`src/hdl/assert_macros.svh`:
```
// ----------------------------------------------------------------------------
// Assertion macros
// Shared concurrent assertion forms, clocked on clk and disabled in reset.
// ----------------------------------------------------------------------------
`ifndef ASSERT_MACROS_SVH
`define ASSERT_MACROS_SVH

// Consequent must hold in the same cycle as the antecedent.
`define ASSERT_IMPLIES(label, ante, cons, msg) \
  label: assert property (@(posedge clk) disable iff (rst) (ante) |-> (cons)) \
    else $error(msg);

// Consequent must hold in the cycle after the antecedent.
`define ASSERT_NEXT(label, ante, cons, msg) \
  label: assert property (@(posedge clk) disable iff (rst) (ante) |=> (cons)) \
    else $error(msg);

`endif

```
`src/hdl/sdsf_pkg.sv`:
```
// ----------------------------------------------------------------------------
// SD SPI command framer package
// Payload types, codes, frame byte positions and the CRC7 byte update.
// ----------------------------------------------------------------------------
package sdsf_pkg;

  // Item codes carried in the command field.
  localparam logic CMD_START = 1'b0;
  localparam logic CMD_RX    = 1'b1;

  // Fixed bytes and register reset value.
  localparam logic [7:0] IDLE_BYTE   = 8'hFF;
  localparam logic [6:0] CRC7_POLY   = 7'h09;
  localparam logic [7:0] POLL_RESET  = 8'd100;

  // Byte positions within one command frame.
  localparam logic [2:0] BYTE_FLUSH = 3'd0;
  localparam logic [2:0] BYTE_CMD   = 3'd1;
  localparam logic [2:0] BYTE_ARG3  = 3'd2;
  localparam logic [2:0] BYTE_ARG2  = 3'd3;
  localparam logic [2:0] BYTE_ARG1  = 3'd4;
  localparam logic [2:0] BYTE_ARG0  = 3'd5;
  localparam logic [2:0] BYTE_CRC   = 3'd6;
  localparam logic [2:0] BYTE_POLL  = 3'd7;

  // One input item.
  typedef struct packed {
    logic        command;
    logic [6:0]  command_byte;
    logic [31:0] argument;
    logic [7:0]  rx_byte;
  } item_t;

  // One result item.
  typedef struct packed {
    logic       tx_valid;
    logic [7:0] tx_out;
    logic       reply_valid;
    logic [7:0] reply_byte;
    logic       timed_out;
    logic       last;
  } result_t;

  // Status of the frame sequencer towards the control logic.
  typedef struct packed {
    logic [7:0] tx_byte;
    logic       frame_end;
  } frame_status_t;

  // Shift one byte, most significant bit first, through the CRC7 register.
  function automatic logic [6:0] crc7_byte(input logic [6:0] crc, input logic [7:0] data);
    logic [6:0] c;
    logic       fb;
    c = crc;
    for (int i = 7; i >= 0; i--) begin
      fb = c[6] ^ data[i];
      c  = {c[5:0], 1'b0};
      if (fb) begin
        c = c ^ CRC7_POLY;
      end
    end
    return c;
  endfunction

endpackage

```
`src/hdl/sdsf_frame_seq.sv`:
```
// ----------------------------------------------------------------------------
// SD SPI command frame sequencer
// Steps through the eight frame bytes, one per advance, and folds the
// command and argument bytes into the CRC7 on the way.
// ----------------------------------------------------------------------------
module sdsf_frame_seq (
  input  logic                   clk,
  input  logic                   rst,
  input  logic                   advance,
  input  logic [6:0]             command_byte,
  input  logic [31:0]            argument,
  output sdsf_pkg::frame_status_t status
);

  logic [2:0] cnt;
  logic [6:0] crc;
  logic [7:0] tx_byte;

  // Select the byte for the current frame position.
  always_comb begin
    unique case (cnt)
      sdsf_pkg::BYTE_FLUSH: tx_byte = sdsf_pkg::IDLE_BYTE;
      sdsf_pkg::BYTE_CMD:   tx_byte = {1'b0, command_byte};
      sdsf_pkg::BYTE_ARG3:  tx_byte = argument[31:24];
      sdsf_pkg::BYTE_ARG2:  tx_byte = argument[23:16];
      sdsf_pkg::BYTE_ARG1:  tx_byte = argument[15:8];
      sdsf_pkg::BYTE_ARG0:  tx_byte = argument[7:0];
      sdsf_pkg::BYTE_CRC:   tx_byte = {crc, 1'b1};
      sdsf_pkg::BYTE_POLL:  tx_byte = sdsf_pkg::IDLE_BYTE;
      default:              tx_byte = sdsf_pkg::IDLE_BYTE;
    endcase
  end

  assign status.tx_byte   = tx_byte;
  assign status.frame_end = (cnt == sdsf_pkg::BYTE_POLL);

  // Byte position counter; wraps back to the flush byte after the poll.
  always_ff @(posedge clk) begin
    if (rst) begin
      cnt <= sdsf_pkg::BYTE_FLUSH;
    end else if (advance) begin
      cnt <= cnt + 3'd1;
    end
  end

  // CRC7 is cleared on the flush byte and updated over the five body bytes.
  always_ff @(posedge clk) begin
    if (advance) begin
      if (cnt == sdsf_pkg::BYTE_FLUSH) begin
        crc <= 7'd0;
      end else if (cnt <= sdsf_pkg::BYTE_ARG0) begin
        crc <= sdsf_pkg::crc7_byte(crc, tx_byte);
      end
    end
  end

endmodule

```
`src/hdl/sdsf_result_reg.sv`:
```
// ----------------------------------------------------------------------------
// SD SPI command framer result register
// Holds one result item until the downstream side takes the transfer.
// ----------------------------------------------------------------------------
module sdsf_result_reg (
  input  logic              clk,
  input  logic              rst,
  input  logic              load,
  input  sdsf_pkg::result_t load_item,
  output logic              free,
  output logic              res_valid,
  input  logic              res_stall,
  output sdsf_pkg::result_t res
);

  // The register can take a new result when empty or when its transfer completes.
  assign free = !res_valid || !res_stall;

  always_ff @(posedge clk) begin
    if (rst) begin
      res_valid <= 1'b0;
    end else if (free) begin
      res_valid <= load;
    end
  end

  always_ff @(posedge clk) begin
    if (free && load) begin
      res <= load_item;
    end
  end

endmodule

```
`src/hdl/sd_spi_command_framer.sv`:
```
// ----------------------------------------------------------------------------
// SD SPI command framer
// Builds SPI-mode command frames with CRC7 and waits for the R1 reply.
// ----------------------------------------------------------------------------
// Flow: an accepted item is held in the input register and decided from there;
//   its first result enters the result register once that register is free.
// Output: a received byte gives at most one result; a start gives eight frame
//   bytes, one per cycle from the frame sequencer while results are taken.
// Reset (rst, synchronous): clears the item and result registers, the wait
//   state and the poll count, and sets poll_limit to 100.
module sd_spi_command_framer (
  input  logic              clk,
  input  logic              rst,
  input  logic              cfg_write,
  input  logic [7:0]        cfg_data,
  input  logic              cmd_valid,
  output logic              cmd_stall,
  input  sdsf_pkg::item_t   cmd,
  output logic              res_valid,
  input  logic              res_stall,
  output sdsf_pkg::result_t res
);

  `include "assert_macros.svh"

  logic                    ir_valid;
  sdsf_pkg::item_t         ir;
  logic [7:0]              poll_limit;
  logic                    waiting;
  logic                    waiting_next;
  logic [7:0]              polls_left;
  logic [7:0]              polls_left_next;
  logic                    done;
  logic                    advance;
  logic                    load;
  logic                    free;
  sdsf_pkg::result_t       load_item;
  sdsf_pkg::frame_status_t fs;

  // Poll limit register.
  always_ff @(posedge clk) begin
    if (rst) begin
      poll_limit <= sdsf_pkg::POLL_RESET;
    end else if (cfg_write) begin
      poll_limit <= cfg_data;
    end
  end

  // Input register; loaded when empty or when the held item finishes this cycle.
  assign cmd_stall = ir_valid && !done;

  always_ff @(posedge clk) begin
    if (rst) begin
      ir_valid <= 1'b0;
    end else if (!cmd_stall) begin
      ir_valid <= cmd_valid;
    end
  end

  always_ff @(posedge clk) begin
    if (!cmd_stall && cmd_valid) begin
      ir <= cmd;
    end
  end

  sdsf_frame_seq u_frame_seq (
    .clk          (clk),
    .rst          (rst),
    .advance      (advance),
    .command_byte (ir.command_byte),
    .argument     (ir.argument),
    .status       (fs)
  );

  // Decide what the held item produces and how the wait state moves.
  always_comb begin
    done            = 1'b0;
    advance         = 1'b0;
    load            = 1'b0;
    load_item       = '0;
    waiting_next    = waiting;
    polls_left_next = polls_left;
    if (ir_valid) begin
      if (ir.command == sdsf_pkg::CMD_START) begin
        if (waiting) begin
          done = 1'b1;
        end else if (free) begin
          advance            = 1'b1;
          load               = 1'b1;
          load_item.tx_valid = 1'b1;
          load_item.tx_out   = fs.tx_byte;
          load_item.last     = fs.frame_end;
          done               = fs.frame_end;
          if (fs.frame_end) begin
            waiting_next    = 1'b1;
            polls_left_next = poll_limit;
          end
        end
      end else begin
        if (!waiting) begin
          done = 1'b1;
        end else if (free) begin
          load           = 1'b1;
          done           = 1'b1;
          load_item.last = 1'b1;
          if (ir.rx_byte != sdsf_pkg::IDLE_BYTE) begin
            load_item.reply_valid = 1'b1;
            load_item.reply_byte  = ir.rx_byte;
            waiting_next          = 1'b0;
            polls_left_next       = 8'd0;
          end else if (polls_left != 8'd0) begin
            load_item.tx_valid = 1'b1;
            load_item.tx_out   = sdsf_pkg::IDLE_BYTE;
            polls_left_next    = polls_left - 8'd1;
          end else begin
            load_item.reply_valid = 1'b1;
            load_item.reply_byte  = sdsf_pkg::IDLE_BYTE;
            load_item.timed_out   = 1'b1;
            waiting_next          = 1'b0;
            polls_left_next       = 8'd0;
          end
        end
      end
    end
  end

  // Wait state registers.
  always_ff @(posedge clk) begin
    if (rst) begin
      waiting    <= 1'b0;
      polls_left <= 8'd0;
    end else begin
      waiting    <= waiting_next;
      polls_left <= polls_left_next;
    end
  end

  sdsf_result_reg u_result_reg (
    .clk       (clk),
    .rst       (rst),
    .load      (load),
    .load_item (load_item),
    .free      (free),
    .res_valid (res_valid),
    .res_stall (res_stall),
    .res       (res)
  );

  // Checks on the wait state and the results it produces.
  `ASSERT_IMPLIES(a_polls_only_waiting, polls_left != 8'd0, waiting, "polls left while idle")
  `ASSERT_NEXT(a_frame_end_waits, advance && fs.frame_end,
               waiting && (polls_left == $past(poll_limit)), "frame end did not arm the wait")
  `ASSERT_NEXT(a_reply_ends_wait, load && load_item.reply_valid, !waiting,
               "reply did not end the wait")
  `ASSERT_IMPLIES(a_reply_is_last, load && load_item.reply_valid,
                  load_item.last && !load_item.tx_valid, "reply result not marked last")

endmodule

```
`config.mk`:
```
export PLATFORM = sky130hd
export DESIGN_NAME = sd_spi_command_framer
export DESIGN_NICKNAME = d
export VERILOG_FILES = /design/src/hdl/sdsf_pkg.sv /design/src/hdl/sdsf_frame_seq.sv /design/src/hdl/sdsf_result_reg.sv /design/src/hdl/sd_spi_command_framer.sv
export VERILOG_INCLUDE_DIRS = /design/src /design/src/hdl
export SDC_FILE = /design/constraint.sdc
export NUM_CORES = 1
export LEC_CHECK = 0
export BUFFER_PORTS_ARGS = -buffer_cell sky130_fd_sc_hd__buf_2
export CORE_UTILIZATION = 57
export CTS_BUF_LIST = sky130_fd_sc_hd__clkbuf_8
export DETAILED_ROUTE_END_ITERATION = 8
export MAX_ROUTING_LAYER = met4
export PLACE_DENSITY = 0.82
export RECOVER_POWER = 25
export SYNTH_ARGS = -nofsm -noshare
export SYNTH_HDL_FRONTEND = slang
export SYNTH_SLANG_ARGS = --single-unit
```
`constraint.sdc`:
```
create_clock -name clk -period 5.08 [get_ports clk]
set_clock_uncertainty 0.05 [all_clocks]
set_input_delay 0.762 -clock clk [delete_from_list [all_inputs] [get_ports clk]]
set_output_delay 0.762 -clock clk [all_outputs]
set_load 0.05 [all_outputs]
```
[After elaboration in Yosys (flattened, before gate mapping)]
Index checks and enable logic that the tools add are counted.
Operators by class
  equal/unequal tests: 11
  add/sub/neg operators: 2
  bitwise operators: 20
  multiplexer cells: 71
  reductions and logical operators: 18
  magnitude comparators: 1
Operator list (number)
  $mux 7: 22
  $mux 8: 8
  $pmux 8 s7: 1
  $mux 9: 6
  $mux 20: 2
  $mux 4: 8
  $mux 1: 23
  $not 2->2: 8
  $eq 3x3->1 const B: 4
  $mux 10: 1
  $ne 8x8->1 const B: 1
  $reduce_bool 8->1: 1
  $sub 8x1->8 const B: 1
  $xor 1x1->1: 8
  $eq 3x2->1 const B: 2
  $reduce_and 6->1: 1
  $reduce_bool 2->1: 3
  $reduce_or 5->1: 1
  $logic_not 1->1: 4
  $ne 2x1->1 const B: 2
  $not 1->1: 4
  $reduce_and 4->1: 1
  $add 3x1->3 const B: 1
  $eq 3x1->1 const B: 1
  other kinds (7): 9
Storage, ports and cells
  flip-flop bits (word level): 97
  output and inout bits: 22
  logic and storage cells: 140

[Longest topological paths before layout]
  depth after elaboration: 41
  mapped depth: 10
  mapped depth without buffers: 8

[Cells and area by module]
From an unflattened synthesis, not the netlist that was laid out.
Second synthesis, totals
  cells, all modules: 336
  area total of the unflattened synthesis: 4481.8 µm²
Modules (own cells, without submodules)
  sd_spi_command_framer: area an instance 2622.5 µm², cells each 186, times used 1, seq. area each 1801.7 µm²
  sdsf_frame_seq: area an instance 1219.9 µm², cells each 125, times used 1, seq. area each 270.3 µm²
  sdsf_result_reg: area an instance 639.4 µm², cells each 25, times used 1, seq. area each 620.6 µm²

[Worst setup path after synthesis]
Ideal clock, no wire load.
  path kind: input to register
  start point: in res_stall
  end point: reg ir[0] (netlist bit) (enable)
  arrival time: 3497 ps
  stages on the path: 5
  data required time: 4561 ps
  setup slack: 1064 ps
  path through: nand2_1 -> nand2_1 -> nand2_1 -> o21ai_0 -> a21oi_1
On the way
  word-level cells in the longest chain between the ends: 10
  elaborated cells on any way between the ends: 12
Ends and longest elaborated chain
  from (decl): line sd_spi_command_framer.sv:20  | input logic res_stall,
  $logic_not 1->1 (*): line sdsf_result_reg.sv:17  | assign free = !res_valid || !res_stall;
  $logic_or 1x1->1 (*): line sdsf_result_reg.sv:17
  $mux 1 (on tied branches): line sd_spi_command_framer.sv:87, sd_spi_command_framer.sv:102
  $mux 1 (on tied branches): line sd_spi_command_framer.sv:85, sd_spi_command_framer.sv:100
  $mux 1 (*): line sd_spi_command_framer.sv:84  | if (ir.command == sdsf_pkg::CMD_START) begin
  $mux 1 (*): line sd_spi_command_framer.sv:83  | if (ir_valid) begin
  $logic_not 1->1 (*): line sd_spi_command_framer.sv:50  | assign cmd_stall = ir_valid && !done;
  $logic_and 1x1->1 (*): line sd_spi_command_framer.sv:50
  $logic_not 1->1 (*): line sd_spi_command_framer.sv:61  | if (!cmd_stall && cmd_valid) begin
  $logic_and 1x1->1 (*): line sd_spi_command_framer.sv:61
  to (signal assigned): line sd_spi_command_framer.sv:62  | ir <= cmd;
  to (decl): line sd_spi_command_framer.sv:27  | sdsf_pkg::item_t ir;
Every way passes the cells marked *; elsewhere a longest branch is shown, timed or not.
A chain may end at the register's enable or synchronous reset.

[Final worst setup path]
  start point: reg u_frame_seq.cnt[1]
  end point: reg u_frame_seq.crc[0], data pin
On the way
  word-level cells in the longest chain between the ends: 33
  elaborated cells on any way between the ends: 41
Ends and longest elaborated chain
  from (decl): line sdsf_frame_seq.sv:15  | logic [2:0] cnt;
  from (signal assigned): line sdsf_frame_seq.sv:40  | cnt <= sdsf_pkg::BYTE_FLUSH;
  from (signal assigned): line sdsf_frame_seq.sv:42  | cnt <= cnt + 3'd1;
  $eq 3x3->1 or $logic_not 3->1 (tied branches): line sdsf_frame_seq.sv:21, sdsf_frame_seq.sv:49
  $reduce_or 2->1 (no line)
  $pmux 8 s7: line sdsf_frame_seq.sv:21  | unique case (cnt)
  $xor 1x1->1: line sdsf_pkg.sv:56  | fb = c[6] ^ data[i];
  $mux 4: line sdsf_pkg.sv:58  | if (fb) begin
  $mux 7: line sdsf_frame_seq.sv:51  | end else if (cnt <= sdsf_pkg::BYTE_ARG0) begin
  $mux 7: line sdsf_frame_seq.sv:49  | if (cnt == sdsf_pkg::BYTE_FLUSH) begin
  $mux 7: line sdsf_frame_seq.sv:48  | if (advance) begin
  [17 not listed]
  $mux 7: line sdsf_frame_seq.sv:49
  $mux 7: line sdsf_frame_seq.sv:48
  $mux 7: line sdsf_frame_seq.sv:51
  $mux 7: line sdsf_frame_seq.sv:49
  $mux 7: line sdsf_frame_seq.sv:48
  $xor 1x1->1: line sdsf_pkg.sv:56
  $mux 4: line sdsf_pkg.sv:58
  $mux 7: line sdsf_frame_seq.sv:51
  to (signal assigned): line sdsf_frame_seq.sv:52  | crc <= sdsf_pkg::crc7_byte(crc, tx_byte);
  to (decl): line sdsf_frame_seq.sv:16  | logic [6:0] crc;
Several ways; a longest one is shown, not always the timed one. The select of a mux whose other input is x is not followed.

==> summary.txt <==
Finish
  • Ratio of cells with drive above 1 in the final layout: between 20% and 30%
  • Final Cell Area: 4886 µm²
  • Layout Nets: 480
  • Ant diodes: 0
  • Final cell count without fillers: roughly 510
  • Syn-to-layout area delta: 15.94%

Hold path
  • Worst Hold Depth: 2
  • Worst hold path class: reg2reg

Routing
  • Initial DRC count: roughly 210
  • Via count: just under 3k
  • Wirelength per Cell: 15.65 µm
  • Max layer used: met4
  • Routed Antenna Nets: 0
  • Met3 wire length: 430 µm
  • 1st-pass router iterations: 5
  • Final WL: 8.015 mm
  • Met2 wire length: 3.927 mm
  • Drt drc: 0
  • Met1 WL: 3.520 mm
  • Vias per Instance: 5.631

Setup path
  • WP data required: 5.15 ns
  • Worst R2R Start: u_frame_seq.cnt[1]
  • Worst Path Arrival: 3.03 ns
  • R2R depth: 8
  • Reg2reg end: u_frame_seq.crc[0]
  • Crit-path slowest cell: dfxtp_1
  • CP endpoint kind: flop
  • Max stage delay on crit path: 0.49 ns
  • CP most frequent cell: nor2_1
  • CP endpoint: u_frame_seq.crc[0]
  • CP Cell Sequence: inv_1 > ha_1 > nor2_1 > a21oi_1 > o32ai_4 > xnor3_1 > xnor2_1 > nor2_1
  • Critical path startpoint: u_frame_seq.cnt[1]
  • Reg2reg setup slack: 2.12 ns
  • Startpoint types: flop
  • Critical path type: reg2reg
  • Max FO, Critical Path: 12

Timing
  • Slew HR: 29.44%
  • Clock period minus worst slack: 2.960 ns
  • Worst-Margin Slew: 1.058 ns
  • Max Slew Vio Count: 0
  • Tcrit/Tclk final: 58.28%
  • Endpoints failing setup: 0
  • Max Fclk: 0.3378 GHz
  • RSZ-0062 raised after global routing: no
  • Setup_tns: 0 ns
  • Fin. Hold Viols: 0

Global route
  • Largest net degree at the start of global routing: 32
  • GRT Residual Overflow: 0
  • Total Routing Usage GR: 23.44%
  • First-pass GRT wire length: between 10 and 15 mm
  • Vias in the first global route: 2633
  • Initial antenna violation count: 0

Place
  • Hpwl dp: 5.838 mm
  • Post-DP Area: roughly 4700 µm²
  • Quantity of I/O buffers inserted on ports: 82
  • RD Place Congestion: 0.9626
  • Post-placement cell count: 496

Clocking
  • CTS max path bufs: 2
  • CTS tree: built
  • Cts hold-fix bufs: 0
  • CTS Buf Count: 9
  • CTS root buffer: clkbuf_8
  • Clock slew at reported path FFs: 0.10 ns
  • # Post-CTS Setup Buffers: 0
  • H-tree lvl count: 3
  • Worst skew pair latency: 0.37 ns
  • TritonCTS Sinks: 97
  • Post_cts resized: 0

Synth
  • Mean Syn Cell Area: around 13 µm²
  • Yosys warns: 0
  • Seq/Total Area, Yosys: 63.90%
  • Top_reg_cell synth: edfxtp_1
  • Yosys top cell by area: edfxtp_1
  • Number of synthesized flops with an enable pin: 75
  • Unique cell type count in the Yosys netlist: 52
  • Largest cells by area after synthesis: edfxtp_1, dfxtp_1, o21ai_0
  • Seq cells post-synth: 97
  • Top cell type's share of synthesized area: between 50% and 60%
  • Count leader, synth: edfxtp_1
  • Gate Count Post-Synth: 332
  • Top cells by instance count after synthesis: edfxtp_1, nand2_1, nor2_1
  • Post-synthesis async set-or-reset flop share: 0%
  • Synthesized cell area: 4214 µm²
  • Syn_nets: ~400

Die
  • Die width: 87.98 µm
  • Die height: 87.98 µm
  • I/O Pins: 83
  • Num rows: 30
  • Die area: 7740 µm²
  • Starting Density: 60.36%
  • Core area: 6982 µm²

Outcome
  • Status: finished, final reports clean

Power
  • Peak VDD IR: approximately 0.27 mV
  • Power per cell area: approximately 320 nW/µm²
  • Leak: 0.001961 µW

Run
  • Max_cap viols: 0
per-stage QoR:
stage | util [%] | total power [µW] | hold slack, ns | worst slack [ns]
2_1_floorplan | - | 1054 | 0.3838 | 1.064
3_3_place_gp | 67.28 | 1105 | 0.4071 | 2.228
3_5_place_dp | 67.28 | 1111 | 0.4180 | 2.135
4_1_cts | 70.00 | 1585 | 0.4323 | 2.147
5_1_grt | 69.98 | 1636 | 0.4620 | 1.936
6_report | 69.98 | 1579 | 0.4382 | 2.120
layout by cell type, fill, tap and decap left out, types with 2 or more instances in the layout:
master	instances
a32o_1	2
o211ai_1	3
nand2_1	27
o32ai_1	2
inv_6	3
clkbuf_8	9
inv_8	2
or4_1	2
nor4_1	4
nand2b_1	3
edfxtp_1	75
nand3_1	3
xnor2_1	3
nor2_1	27
a22oi_1	8
and3_1	2
xor2_1	3
a21o_1	3
a21oi_1	15
dfxtp_1	22
or2_2	2
nor3_1	4
and2_1	8
a22o_1	5
clkinv_4	2
xor2_2	2
nor2b_1	6
a31oi_1	2
o22ai_1	3
nand4_1	3
ha_1	8
o21ai_1	2
buf_2	81
xnor3_1	4
a222oi_1	4
inv_1	13
mux2i_1	9
o21ai_0	22
cell families after synthesis:
family / share of synthesized area, %
xor gates and xnor gates: 4.157
AOI/OAI and AO/OA: 13.06
buffers and inverters: 2.732
muxes: 2.405
DFF: 63.90
adders and majority gates: 2.375
and+or+nand+nor: 11.37
worst max-delay path: cells and delay by family (launching register included):
kind | cells | cell delay [ns]
adder cells (fa/ha/maj) | 1 | 0.36
AO/OA/AOI/OAI | 2 | 0.54
flip-flops | 1 | 0.49
AND/OR/NAND/NOR | 2 | 0.54
XOR/XNOR | 2 | 0.60
buffers and inverters | 1 | 0.14
metal layers:
metal / up-vias / GRT usage, %
li1: 1395 / -
met1: 1364 / 29.80
met2: 114 / 36.50
met3: 10 / 4.336
met4: 0 / 11.03
met5: - / -
final cells by class:
cell class                      instances  area (µm²)
Inverter                               13       48.80
Tap cell                               96       120.1
Sequential cell                        97        2693
Clock buffer                            9       123.9
Clock inverter                          7       66.31
Fill cell                             531        2096
Multi-Input combinational cell        207        1418
Timing Repair Buffer                   83       416.7
power breakdown:
part / internal, µW / switching, µW / leakage, µW
Clock: 192 / 295 / 0.0000986
Sequential: 896 / 18.4 / 0.000901
Combinational: 76.3 / 101 / 0.000961
Total: 1160 / 414 / 0.00196
sequential cells by signal, summed over array words and instances, names as in the netlist:
name / cells
waiting: 1
u_result_reg.res_valid: 1
polls_left: 8
ir: 48
ir_valid: 1
poll_limit: 8
u_frame_seq.crc: 7
u_result_reg.res: 20
u_frame_seq.cnt: 3
how the worst min path moves through the flow:
stage | startpoint | endpoint | slack, ns
after floorplan | poll_limit[6] | poll_limit[6] | 0.38
after global placement | polls_left[7] | polls_left[7] | 0.41
after detailed placement | polls_left[7] | polls_left[7] | 0.42
after CTS | polls_left[7] | polls_left[7] | 0.43
after global routing | polls_left[7] | polls_left[7] | 0.46
final | polls_left[7] | polls_left[7] | 0.44
No activity file was read; power rests on OpenSTA's default activity.
